### src/hdl/ddo_pkg.sv
// Package for the differential drive odometry grid tracker.
// Holds shared types, constants and the CORDIC arctangent table; depends on nothing.
package ddo_pkg;

    localparam int CordicSteps = 24;
    localparam int StepW = $clog2(CordicSteps + 1);
    localparam logic [31:0] Quarter = 32'h4000_0000;
    localparam logic [31:0] Half = 32'h8000_0000;
    localparam logic [31:0] GainQ32 = 32'h9B74_EDA8;

    localparam logic [2:0] RegMode = 3'd0;
    localparam logic [2:0] RegMapDir = 3'd1;
    localparam logic [2:0] RegRobotDir = 3'd2;
    localparam logic [2:0] RegMetres = 3'd3;
    localparam logic [2:0] RegTurn = 3'd4;

    localparam logic [2:0] MisWait = 3'd0;
    localparam logic [2:0] MisNext = 3'd1;
    localparam logic [2:0] MisTurn = 3'd2;
    localparam logic [2:0] MisRight90 = 3'd4;

    // Work item handed from the front end to the back end.
    typedef struct packed {
        logic        prime;
        logic        step;
        logic [2:0]  dir;
        logic [2:0]  mission;
        logic        mode;
        logic [31:0] dl;
        logic [31:0] dr;
        logic [23:0] mpt;
        logic [23:0] tpt;
    } t_work;

    typedef enum logic [2:0] {
        S_IDLE, S_MUL, S_TRAV, S_GAIN, S_ITER, S_DONE
    } t_state;

    function automatic logic [31:0] atan_of(input logic [4:0] i);
        logic [31:0] t;
        case (i)
            5'd0: t = 32'h20000000;  5'd1: t = 32'h12E4051E;  5'd2: t = 32'h09FB385B;
            5'd3: t = 32'h051111D4;  5'd4: t = 32'h028B0D43;  5'd5: t = 32'h0145D7E1;
            5'd6: t = 32'h00A2F61E;  5'd7: t = 32'h00517C55;  5'd8: t = 32'h0028BE53;
            5'd9: t = 32'h00145F2F;  5'd10: t = 32'h000A2F98; 5'd11: t = 32'h000517CC;
            5'd12: t = 32'h00028BE6; 5'd13: t = 32'h000145F3; 5'd14: t = 32'h0000A2FA;
            5'd15: t = 32'h0000517D; 5'd16: t = 32'h000028BE; 5'd17: t = 32'h0000145F;
            5'd18: t = 32'h00000A30; 5'd19: t = 32'h00000518; 5'd20: t = 32'h0000028C;
            5'd21: t = 32'h00000146; 5'd22: t = 32'h000000A3; 5'd23: t = 32'h00000051;
            5'd24: t = 32'h00000029; 5'd25: t = 32'h00000014; 5'd26: t = 32'h0000000A;
            5'd27: t = 32'h00000005; 5'd28: t = 32'h00000003; 5'd29: t = 32'h00000001;
            5'd30: t = 32'h00000001;
            default: t = 32'h00000000;
        endcase
        return t;
    endfunction

endpackage

### src/hdl/ddo_front.sv
// Front end: takes status reports, computes encoder deltas, map direction and grid steps.
// Depends on ddo_pkg.
module ddo_front (
    input  logic                i_clk,
    input  logic                i_rst_n,
    input  logic                i_push,
    output logic                o_full,
    input  logic [31:0]         i_left_count,
    input  logic [31:0]         i_right_count,
    input  logic [2:0]          i_heading_code,
    input  logic [7:0]          i_moving_flag,
    input  logic [2:0]          i_mission_code,
    input  logic [31:0]         i_mission_count,
    input  logic                i_mode,
    input  logic [2:0]          i_map_dir,
    input  logic [2:0]          i_robot_dir,
    input  logic [23:0]         i_mpt,
    input  logic [23:0]         i_tpt,
    output logic                o_valid,
    output ddo_pkg::t_work      o_work,
    input  logic                i_take
);

    // Two-entry queue between front and back.
    ddo_pkg::t_work r_q [2];
    logic [1:0] r_cnt;
    logic       r_rd, r_wr;
    logic       r_primed;
    logic [31:0] r_last_left, r_last_right, r_last_count;
    logic [7:0]  r_last_moving;
    logic [2:0]  r_last_mission;
    ddo_pkg::t_work w_new;
    logic [1:0]  w_off, w_d;
    logic        w_push, w_pop;

    assign o_full = (r_cnt == 2'd2);
    assign o_valid = (r_cnt != 2'd0);
    assign o_work = r_q[r_rd];
    assign w_push = i_push && !o_full;
    assign w_pop = i_take && o_valid;

    always_comb begin
        w_off = 2'(i_map_dir - i_robot_dir);
        w_d = 2'(i_heading_code - 3'd1) + w_off;
        w_new.prime = !r_primed;
        w_new.dir = (i_heading_code >= 3'd1 && i_heading_code <= 3'd4) ?
                    {1'b0, w_d} + 3'd1 : 3'd0;
        w_new.step = (r_last_moving == 8'd1 && i_moving_flag == 8'd0) ||
                     (i_mission_code == ddo_pkg::MisNext &&
                      (r_last_mission != ddo_pkg::MisNext || r_last_count != i_mission_count));
        w_new.mission = i_mission_code;
        w_new.mode = i_mode;
        w_new.dl = i_left_count - r_last_left;
        w_new.dr = i_right_count - r_last_right;
        w_new.mpt = i_mpt;
        w_new.tpt = i_tpt;
    end

    always_ff @(posedge i_clk) begin
        if (w_push) begin
            r_q[r_wr] <= w_new;
        end
        if (!i_rst_n) begin
            r_cnt <= '0; r_rd <= 1'b0; r_wr <= 1'b0; r_primed <= 1'b0;
            r_last_left <= '0; r_last_right <= '0; r_last_count <= '0;
            r_last_moving <= '0; r_last_mission <= ddo_pkg::MisWait;
        end else begin
            if (w_push) begin
                r_wr <= !r_wr;
                r_primed <= 1'b1;
                r_last_left <= i_left_count;
                r_last_right <= i_right_count;
                if (r_primed) begin
                    r_last_moving <= i_moving_flag;
                    r_last_mission <= i_mission_code;
                    r_last_count <= i_mission_count;
                end
            end
            if (w_pop) begin
                r_rd <= !r_rd;
            end
            r_cnt <= r_cnt + 2'(w_push) - 2'(w_pop);
        end
    end

`ifndef ASSERT_OFF
    a_cnt_range: assert property (@(posedge i_clk) disable iff (!i_rst_n) r_cnt != 2'd3)
        else $error("queue count out of range");
    a_full_nopush: assert property (@(posedge i_clk) disable iff (!i_rst_n)
        o_full && !w_pop |=> o_full)
        else $error("full queue drained without pop");
    a_prime_once: assert property (@(posedge i_clk) disable iff (!i_rst_n)
        r_primed |=> r_primed)
        else $error("primed flag dropped");
`endif

endmodule

### config.mk
export PLATFORM = sky130hd
export DESIGN_NAME = ddo_front
export DESIGN_NICKNAME = d
export VERILOG_FILES = /design/src/hdl/ddo_pkg.sv /design/src/hdl/ddo_front.sv
export SDC_FILE = /design/constraint.sdc
export NUM_CORES = 1
export LEC_CHECK = 0
export BUFFER_PORTS_ARGS = -buffer_cell sky130_fd_sc_hd__buf_2
export CORE_MARGIN = 4
export CORE_UTILIZATION = 45
export CTS_BUF_LIST = sky130_fd_sc_hd__clkbuf_16
export DETAILED_ROUTE_END_ITERATION = 12
export GPL_ROUTABILITY_DRIVEN = 0
export GPL_TIMING_DRIVEN = 0
export PLACE_DENSITY = 0.74
export SETUP_SLACK_MARGIN = 0.02
export SLEW_MARGIN = 5
export SYNTH_ARGS = -nofsm -noshare
export SYNTH_HDL_FRONTEND = slang
export SYNTH_SLANG_ARGS = --single-unit
### constraint.sdc
create_clock -name i_clk -period 9.2 [get_ports i_clk]
set_input_delay 0.92 -clock i_clk [delete_from_list [all_inputs] [get_ports i_clk]]
set_output_delay 0.92 -clock i_clk [all_outputs]
set_load 0.005 [all_outputs]
==> results.sh, run 1 <==
export IMPL_place_hpwl_microns=29990
export IMPL_final_hold_violation_count=0
export IMPL_synth_area_leaders="edfxtp_1 (43%), dfxtp_1 (13%), mux2_2 (8.0%), nand2_1 (5.6%), a21boi_0 (4.8%)"
export IMPL_async_flop_share_pct=0
export IMPL_placedInstanceArea_sq_um=19190
export IMPL_crit_required_ps=8280
export IMPL_design_area_sq_um=20390
export IMPL_cts_tree="done"
export IMPL_synth_compound_area_share_pct=12.39
export IMPL_synth_area_sq_um=16970
export IMPL_holdCritPathClass="register to register"
export IMPL_cts_buffer_depth=3
export IMPL_initialDrtViolationCount=776
export IMPL_ctsHoldBuffers=0
export IMPL_cts_resized=0
export IMPL_grt_max_degree=61
export IMPL_timing_fmax_mhz=257.5
export IMPL_die_w_microns=202.2
export IMPL_post_cts_setup_buffer_count=0
export IMPL_floorplan_initialDensity_pct=46.02
export IMPL_drtAntennaViolNets=0
export IMPL_p_leak_uw=0.007795
export IMPL_synth_xor_area_share_pct=4.955
export IMPL_hold_ws_ps=461.7
export IMPL_synth_area_mux_share_pct=8.089
export IMPL_route_detailed_drc=0
export IMPL_fin_crit_ps=3884
export IMPL_tightest_slew_ps=892.3
export IMPL_clock_latency_ps=540
export IMPL_slew_headroom_pct=40.51
export IMPL_synth_ff_type="edfxtp_1"
export IMPL_dieArea_sq_um=40880
export IMPL_drive_gt1_share_pct=26.30
export IMPL_criticalPathCategory="register to output pin"
export IMPL_synthDominantCellAreaShare_pct=42.83
export IMPL_via_count=12100
export IMPL_end_kind="output pin"
export IMPL_setup_violations=0
export IMPL_rsz0062_at_grt="no"
export IMPL_synth_simple_gate_area_share_pct=9.917
export IMPL_fin_nets=2052
export IMPL_synth_edff_count=242
export IMPL_grt_pass1_vias=12150
export IMPL_antenna_found_initial=8
export IMPL_dr_pass1_iters=5
export IMPL_status="completed"
export IMPL_pin_count=292
export IMPL_area_growth_pct=20.17
export IMPL_drv_cap=0
export IMPL_crit_path_start_kind="register"
export IMPL_cts_root_buffer_cell="clkbuf_16"
export IMPL_numCtsBuffers=38
export IMPL_yosys_warnings=0
export IMPL_dieHeight_microns=202.2
export IMPL_cts_sinks=355
export IMPL_port_buffers=288
export IMPL_synth_area_per_cell_sq_um=11.46
export IMPL_avgViaCountPerCell=5.138
export IMPL_path_clk_slew_ps=60
export IMPL_synth_top_family_by_area="compound AO/OA/AOI/OAI gates"
export IMPL_syn_inst=1481
export IMPL_coreArea_sq_um=36870
export IMPL_yosysSeqAreaShare_pct=56.16
export IMPL_yosys_area_top_type="edfxtp_1"
export IMPL_yosys_area_share_adder_pct=5.147
export IMPL_grt_pass1_wl_microns=64090
export IMPL_h_tree_depth=2
export IMPL_rows=70
export IMPL_grt_use_total_pct=19.32
export IMPL_cellPowerDensity_nw_per_um2=237.3
export IMPL_ir_drop_mv=0.1393
export IMPL_wl_per_cell_microns=17.19
export IMPL_syn_nets=1718
export IMPL_total_power_uw=4839
export IMPL_fin_worst_skew_ps=16.83
export IMPL_slew_viol_final=0
export IMPL_synthDistinctLibCells=63
export IMPL_routed_wl_microns=40460
export IMPL_worstPathMaxFanout=10
export IMPL_synth_seq_cells=355
export IMPL_fin_crit_sh_pct=42.21
export IMPL_arrival_ps=2960
export IMPL_overflow=0
[area by class of cell]
cell class	instances	area, sq um
buffer	66	260.3
clock buffer	40	1001
fill	3138	16480
antenna	6	15.01
inverter	82	307.8
timing repair buffer	294	1577
clock inverter	29	186.4
sequential	355	9529
tap	504	630.6
multi-input combinational	978	6884
[critical path, cell delays in order (launching register included)]
cell	delay [ps]
dfxtp_1	540
clkbuf_1	720
clkbuf_1	570
mux2_2	450
buf_2	140
[flip-flops by register name (all words and copies together) (netlist names), named ones only]
register	flops
r_primed	1
r_last_moving	8
r_q	242
r_cnt	2
r_rd	1
r_wr	1
r_last_mission	3
r_last_right	32
r_last_left	32
r_last_count	32
[path summary, 6_finish.rpt]
check | startpoint | endpoint | slack, ps | depth (start not counted)
max reg2reg | r_last_left[0] | r_q[0][110] | 6220 | 8
min reg2reg | r_last_moving[2] | r_last_moving[2] | 460 | 2
max | register | o_work[74] | 5320 | 4
min | r_last_moving[2] | r_last_moving[2] | 460 | 2
[cells in the final DEF, fill, tap and decap left out, types with 16 or more instances in the layout]
| master | netlist | layout |
|---|---|---|
| a21oi_1 | 68 | 68 |
| nor2_1 | 36 | 35 |
| a21boi_0 | 109 | 109 |
| clkbuf_16 | 0 | 40 |
| a21o_1 | 26 | 26 |
| ha_1 | 65 | 65 |
| xor2_1 | 43 | 43 |
| edfxtp_1 | 242 | 242 |
| inv_1 | 81 | 92 |
| nand2_1 | 251 | 251 |
| mux2_2 | 121 | 121 |
| xnor2_1 | 53 | 53 |
| o21ai_0 | 34 | 34 |
| buf_2 | 1 | 289 |
| dfxtp_1 | 113 | 113 |
| and2_1 | 16 | 16 |
| clkbuf_1 | 56 | 56 |
| nand4_1 | 20 | 20 |
[Yosys cell counts, types with 3 or more instances]
master	instances
a211oi_1	7
a21boi_0	109
a21o_1	26
a21oi_1	68
a221o_1	5
a31oi_1	6
and2_1	16
and3_1	6
and4_1	3
buf_1	7
clkbuf_1	56
dfxtp_1	113
edfxtp_1	242
fa_1	3
ha_1	65
inv_1	81
mux2_2	121
nand2_1	251
nand2b_1	8
nand3_1	13
nand4_1	20
nor2_1	36
nor2b_1	7
nor3_1	9
nor4_1	10
o211ai_1	6
o21a_1	8
o21ai_0	34
o21ai_1	4
o21bai_1	7
or2_2	3
xnor2_1	53
xor2_1	43
[routing by layer]
metal  track usage (%)  share of wire [%]
met1             25.09                 44
met2             32.60                 48
met3             4.364                6.3
met4             5.674                2.3
met5                 0              0.079
[metrics by stage]
step | TNS [ps] | setup slack, ps | instances | util, %
floorplan | 0 | 2123 | 1481 | -
global placement | -170980 | -1419 | 2273 | 51.64
detailed placement | 0 | 5468 | 2279 | 52.04
CTS | 0 | 5061 | 2348 | 55.26
global route | 0 | 5087 | 2354 | 55.30
finish | 0 | 5316 | 2354 | 55.30
[kinds of logic after synthesis]
kind of cell             Yosys count
buffers and inverters            148
adder cells (fa/ha/maj)           68
multiplexers                     122
AO/OA/AOI/OAI                    306
AND/OR/NAND/NOR                  386
XOR/XNOR                          96
flip-flops                       355
[report_power, final]
| group | internal, uW | switching [uW] | leakage [uW] | total, uW |
|---|---|---|---|---|
| clock network | 842 | 609 | 0.000616 | 1450 |
| registers | 2000 | 64.9 | 0.00319 | 2060 |
| logic | 590 | 737 | 0.00399 | 1330 |
| total | 3430 | 1410 | 0.00779 | 4840 |
(Power assumes the default switching activity.)
==> inputs of run 2 (changes only) <==
--- a/config.mk
+++ b/config.mk
@@ -12,7 +12,7 @@
 export DETAILED_ROUTE_END_ITERATION = 12
 export GPL_ROUTABILITY_DRIVEN = 0
 export GPL_TIMING_DRIVEN = 0
-export PLACE_DENSITY = 0.74
+export PLACE_DENSITY = 0.77
 export SETUP_SLACK_MARGIN = 0.02
 export SLEW_MARGIN = 5
 export SYNTH_ARGS = -nofsm -noshare
==> constraint.sdc (replaced) <==
create_clock -name i_clk -period 3.3 [get_ports i_clk]
set_input_delay 0.33 -clock i_clk [delete_from_list [all_inputs] [get_ports i_clk]]
set_output_delay 0.33 -clock i_clk [all_outputs]
set_load 0.005 [all_outputs]
==> run 2 against run 1 <==
Against the previous run: clock-buffer cell count increased by 1; critical path depth grew 4; hold slack got worse by 430 ps; critical endpoint is now r_q[1][110]; routed wire length rose by 4.6%; sequential share of layout area decreased by 1.2 points; total power increased to 2.8 times the previous value; clock skew up 2.7 ps; die area unchanged; first-iteration DRC count decreased by 5.9%; utilization grew 1.4 points.
==> results.sh, run 2 (synthesized netlist as in run 1, its figures left out) <==
export IMPL_ir_drop_mv=0.4311
export IMPL_timing_fmax_mhz=336.1
export IMPL_end_kind="register"
export IMPL_grt_max_degree=63
export IMPL_path_buf_inv=0
export IMPL_cts_root_buffer_cell="clkbuf_16"
export IMPL_dr_pass1_iters=5
export IMPL_worst_slack_ps=324.8
export IMPL_avgViaCountPerCell=5.186
export IMPL_dieArea_sq_um=40880
export IMPL_status="completed"
export IMPL_crit_required_ps=3580
export IMPL_fillers=3005
export IMPL_initialDrtViolationCount=730
export IMPL_total_power_uw=13670
export IMPL_cts_tree="done"
export IMPL_pin_count=292
export IMPL_grt_pass1_vias=12560
export IMPL_port_buffers=288
export IMPL_top_register="r_q"
export IMPL_critical_path_depth=8
export IMPL_multi_input_comb_area_sq_um=6884
export IMPL_criticalPathCategory="register to register"
export IMPL_coreArea_sq_um=36870
export IMPL_via_count=12460
export IMPL_worstPathMaxFanout=3
export IMPL_final_hold_violation_count=0
export IMPL_floorplan_initialDensity_pct=46.02
export IMPL_grt_use_total_pct=20.13
export IMPL_holdPathStages=1
export IMPL_setup_violations=0
export IMPL_cp_top_family="compound AO/OA/AOI/OAI gates"
export IMPL_worst_r2r_setup_slack_ps=320
export IMPL_antenna_found_initial=9
export IMPL_path_clk_slew_ps=60
export IMPL_dp_slack_ps=160.2
export IMPL_fin_crit_sh_pct=90.16
export IMPL_h_tree_depth=2
export IMPL_min_delay_start="i_mission_code[0]"
export IMPL_fin_nets=2102
export IMPL_dieHeight_microns=202.2
export IMPL_rows=70
export IMPL_crit_slowest_cell="a2111oi_2"
export IMPL_drv_cap=0
export IMPL_reg2reg_depth=8
export IMPL_post_cts_setup_buffer_count=0
export IMPL_arrival_ps=3250
export IMPL_die_w_microns=202.2
export IMPL_cts_sinks=355
export IMPL_final_common_cell="buf_2"
export IMPL_most_common_layout_cells="buf_2 (289), nand2_1 (251), edfxtp_1 (242)"
export IMPL_route_detailed_drc=0
export IMPL_clock_latency_ps=550
export IMPL_slew_viol_final=0
export IMPL_fin_crit_ps=2975
export IMPL_seq_area_sq_um=9529
export IMPL_rsz0062_at_grt="no"
export IMPL_cellPowerDensity_nw_per_um2=653.6
export IMPL_grt_pass1_wl_microns=66460
export IMPL_slew_headroom_pct=37.18
export IMPL_fin_worst_skew_ps=19.53
export IMPL_overflow=0
export IMPL_holdCritPathClass="input pin to register"
export IMPL_drive_gt1_share_pct=25.69
export IMPL_p_leak_uw=0.008016
export IMPL_numCtsBuffers=39
export IMPL_cp_slowest_stage_delay_ps=560
export IMPL_cts_buffer_depth=3
export IMPL_r2r_start="r_last_left[0]"
export IMPL_rr_endpoint="r_q[1][110]"
export IMPL_drtAntennaViolNets=0
export IMPL_largest_reg_flops=242
export IMPL_hold_path_end="r_q[1][113]"
export IMPL_path_cells="ha_1 -> fa_1 -> nand2b_1 -> a211oi_1 -> o21ai_0 -> a2111oi_2 -> a21oi_1 -> xnor2_1"
export IMPL_area_growth_pct=23.26
export IMPL_tightest_slew_ps=942.3
export IMPL_routed_wl_microns=42310
export IMPL_place_hpwl_microns=30440
export IMPL_wl_per_cell_microns=17.62
export IMPL_crit_path_start_kind="register"
run 2: cell count changes in the layout (fill, tap and decap cells not counted), moves of 2 or more:
cell / delta
inv_1: -3
clkinvlp_4: -2
dlygate4sd3_1: +49
clkinv_1: +2
run 2: worst max-delay path by stage:
stage	from	endpoint	slack (ps)
detailed placement	i_left_count[0]	r_q[1][110]	160
floorplan	r_cnt[0]	r_q[0][0]	110
global placement	r_cnt[0]	r_q[0][36]	-1380
global route	r_last_left[0]	r_q[0][110]	130
CTS	register	o_work[73]	220
finish	r_last_left[0]	r_q[1][110]	320
run 2: worst register-to-register path: stages, from the launching register on:
cell	delay, ps
dfxtp_1	310
ha_1	200
fa_1	400
nand2b_1	200
a211oi_1	390
o21ai_0	270
a2111oi_2	560
a21oi_1	210
xnor2_1	180
run 2: repair_timing:
item	CTS	global route
hold buffers	49	0
gates resized for setup	1	0
endpoints found under the hold margin	98	0
endpoints found under the setup margin	90	0
run 2: stage by stage:
step                      hold slack (ps)  cell area, sq um  TNS (ps)  cells  utilization (%)
after floorplan                     428.9             16980         0   1481                -
after CTS                           1.522             20900         0   2396            56.68
after global placement              448.6             19050   -166460   2273            51.66
after detailed placement            457.6             19200         0   2279            52.06
after global routing                6.534             20910         0   2400            56.71
final                               30.16             20920         0   2402            56.73
run 2: report_power, final:
part / switching [uW] / internal [uW]
Sequential: 191 / 5570
Clock: 1720 / 2400
Combinational: 2100 / 1690
run 2: layout make-up:
cell class | count | share of cell area, %
Tap cell | 504 | 3.015
Clock buffer | 41 | 4.905
Antenna cell | 6 | 0.07178
Buffer | 66 | 1.250
Clock inverter | 27 | 0.8973
Timing Repair Buffer | 343 | 9.918
Inverter | 82 | 1.472
Sequential cell | 355 | 45.56
Multi-Input combinational cell | 978 | 32.91
run 2: routing by layer:
metal | share of wire, % | up-vias | global-route usage [%]
met5 | 0.14 | - | 0
met4 | 3.1 | 8 | 7.953
met3 | 5.7 | 82 | 3.722
met2 | 49 | 404 | 34.41
met1 | 42 | 5909 | 25.43
li1 | - | 6053 | -
==> inputs of run 3 (changes only) <==
--- a/config.mk
+++ b/config.mk
@@ -5,7 +5,7 @@
 export SDC_FILE = /design/constraint.sdc
 export NUM_CORES = 1
 export LEC_CHECK = 0
-export BUFFER_PORTS_ARGS = -buffer_cell sky130_fd_sc_hd__buf_2
+export BUFFER_PORTS_ARGS = -buffer_cell sky130_fd_sc_hd__buf_4
 export CORE_MARGIN = 4
 export CORE_UTILIZATION = 45
 export CTS_BUF_LIST = sky130_fd_sc_hd__clkbuf_16
==> run 3 against run 2 <==
Against the previous run: fmax down 1.5%; flip-flop and latch count is the same; first-iteration DRC count fell by 15%; cell area up 3.7%; sequential share of layout area down 1.6 points; setup slack got worse by 44 ps; hold slack improved by 27 ps; clock skew grew 2.7 ps; via count rose by 0.29%; utilization is 2.1 points higher; clock power up 2%; total power rose by 3.2%; largest cell class unchanged.
==> results.sh, run 3 (synthesized netlist as in run 1, its figures left out) <==
export IMPL_largest_reg_flops=242
export IMPL_placedInstanceArea_sq_um=19920
export IMPL_grt_pass1_vias=12650
export IMPL_crit_path_start_kind="register"
export IMPL_floorplan_initialDensity_pct=46.02
export IMPL_status="completed"
export IMPL_path_clk_slew_ps=60
export IMPL_fin_nets=2105
export IMPL_design_area_sq_um=21680
export IMPL_fillers=2965
export IMPL_rows=70
export IMPL_most_common_layout_cells="buf_4 (289), nand2_1 (251), edfxtp_1 (242)"
export IMPL_dpl_cell_count=2279
export IMPL_via_count=12490
export IMPL_overflow=0
export IMPL_fin_worst_skew_ps=22.18
export IMPL_pin_count=292
export IMPL_setup_violations=0
export IMPL_slew_viol_final=0
export IMPL_cts_root_buffer_cell="clkbuf_16"
export IMPL_fin_util_pct=58.81
export IMPL_dieHeight_microns=202.2
export IMPL_holdCritPathClass="input pin to register"
export IMPL_post_cts_setup_buffer_count=0
export IMPL_criticalPathCategory="register to register"
export IMPL_die_w_microns=202.2
export IMPL_clock_latency_ps=540
export IMPL_timing_fmax_mhz=331.2
export IMPL_wl_per_cell_microns=17.79
export IMPL_place_hpwl_microns=30680
export IMPL_dieArea_sq_um=40880
export IMPL_p_leak_uw=0.008296
export IMPL_grt_use_total_pct=20.26
export IMPL_fin_crit_ps=3019
export IMPL_drv_cap=0
export IMPL_grt_max_degree=61
export IMPL_cts_sinks=355
export IMPL_cts_tree="done"
export IMPL_drive_gt1_share_pct=25.48
export IMPL_h_tree_depth=2
export IMPL_final_hold_violation_count=0
export IMPL_numCtsBuffers=39
export IMPL_drtAntennaViolNets=0
export IMPL_rsz0062_at_grt="no"
export IMPL_worst_r2r_setup_slack_ps=280
export IMPL_slew_headroom_pct=40.03
export IMPL_antenna_found_initial=5
export IMPL_avgViaCountPerCell=5.203
export IMPL_routed_wl_microns=42720
export IMPL_crit_required_ps=3610
export IMPL_final_common_cell="buf_4"
export IMPL_arrival_ps=3330
export IMPL_top_register="r_q"
export IMPL_cp_slowest_stage_delay_ps=570
export IMPL_crit_slowest_cell="a2111oi_2"
export IMPL_port_buffers=288
export IMPL_tightest_slew_ps=897.4
export IMPL_cellPowerDensity_nw_per_um2=650.5
export IMPL_cts_buffer_depth=3
export IMPL_area_growth_pct=27.78
export IMPL_end_kind="register"
export IMPL_worstPathMaxFanout=3
export IMPL_dr_pass1_iters=5
export IMPL_grt_pass1_wl_microns=67140
export IMPL_fin_cells=2401
export IMPL_fin_crit_sh_pct=91.48
export IMPL_ir_drop_mv=0.4145
export IMPL_coreArea_sq_um=36870
export IMPL_path_cells="ha_1 -> fa_1 -> nand2b_1 -> a211oi_1 -> o21ai_0 -> a2111oi_2 -> nor4_1 -> nor3_1"
export IMPL_route_detailed_drc=0
export IMPL_initialDrtViolationCount=619
run 3: changes by cell type in the layout (fill, tap and decap cells not counted):
cell           before  now
dlygate4sd3_1      49   52
inv_6               1    0
clkinv_8            1    0
diode_2             6    5
buf_2             289    1
clkinv_1            8    5
inv_1              89   93
clkinv_2            6    2
buf_4               1  289
bufinv_16           2    4
run 3: timing repair:
action / CTS / global route
gates resized for setup: 1 / 0
endpoints found under the setup margin: 90 / 0
hold endpoints to repair: 104 / 0
hold buffers: 52 / 0
run 3: final timing paths:
check                         start               end  cells after the start
setup / recovery     r_last_left[0]       r_q[0][106]                      8
hold / removal    i_right_count[21]  r_last_right[21]                      3
setup reg to reg     r_last_left[0]       r_q[0][106]                      8
hold reg to reg     r_last_left[11]   r_last_left[11]                      2
run 3: critical path: cells and delay by family (launching register included):
kind	cells	cell delay [ps]
AOI/OAI and AO/OA	3	1230
and+or+nand+nor	3	650
adders and majority gates	2	610
DFF	1	310
run 3: through the flow:
stage / setup WS, ps / power [uW] / hold WS [ps] / setup TNS [ps]
4_1_cts: 155.4 / 14240 / 26.03 / 0
5_1_grt: 62.55 / 14840 / 48.70 / 0
2_1_floorplan: 105.9 / 8122 / 428.9 / 0
6_report: 281.0 / 14110 / 57.02 / 0
3_3_place_gp: -1393 / 9781 / 450.3 / -168540
3_5_place_dp: 129.1 / 9934 / 456.4 / 0
run 3: cell type report:
cell class / instances / area [sq um] / share of cell area [%]
Sequential cell: 355 / 9529 / 43.95
Clock inverter: 24 / 206.4 / 0.9521
Multi-Input combinational cell: 978 / 6884 / 31.75
Antenna cell: 5 / 12.51 / 0.05770
Buffer: 66 / 261.5 / 1.206
Tap cell: 504 / 630.6 / 2.908
Inverter: 82 / 307.8 / 1.420
Clock buffer: 41 / 1026 / 4.732
Timing Repair Buffer: 346 / 2825 / 13.03
run 3: power breakdown:
| group | switching [uW] | internal (uW) |
|---|---|---|
| Clock | 1660 | 2540 |
| Sequential | 189 | 5570 |
| Combinational | 2140 | 2010 |
| Total | 3990 | 10100 |
run 3: per-layer routing:
metal	track usage [%]	share of wire [%]	vias up
li1	-	-	6062
met1	26.08	43	5974
met2	34.38	49	387
met3	3.722	5.5	69
met4	7.396	2.7	0
met5	0	0	-
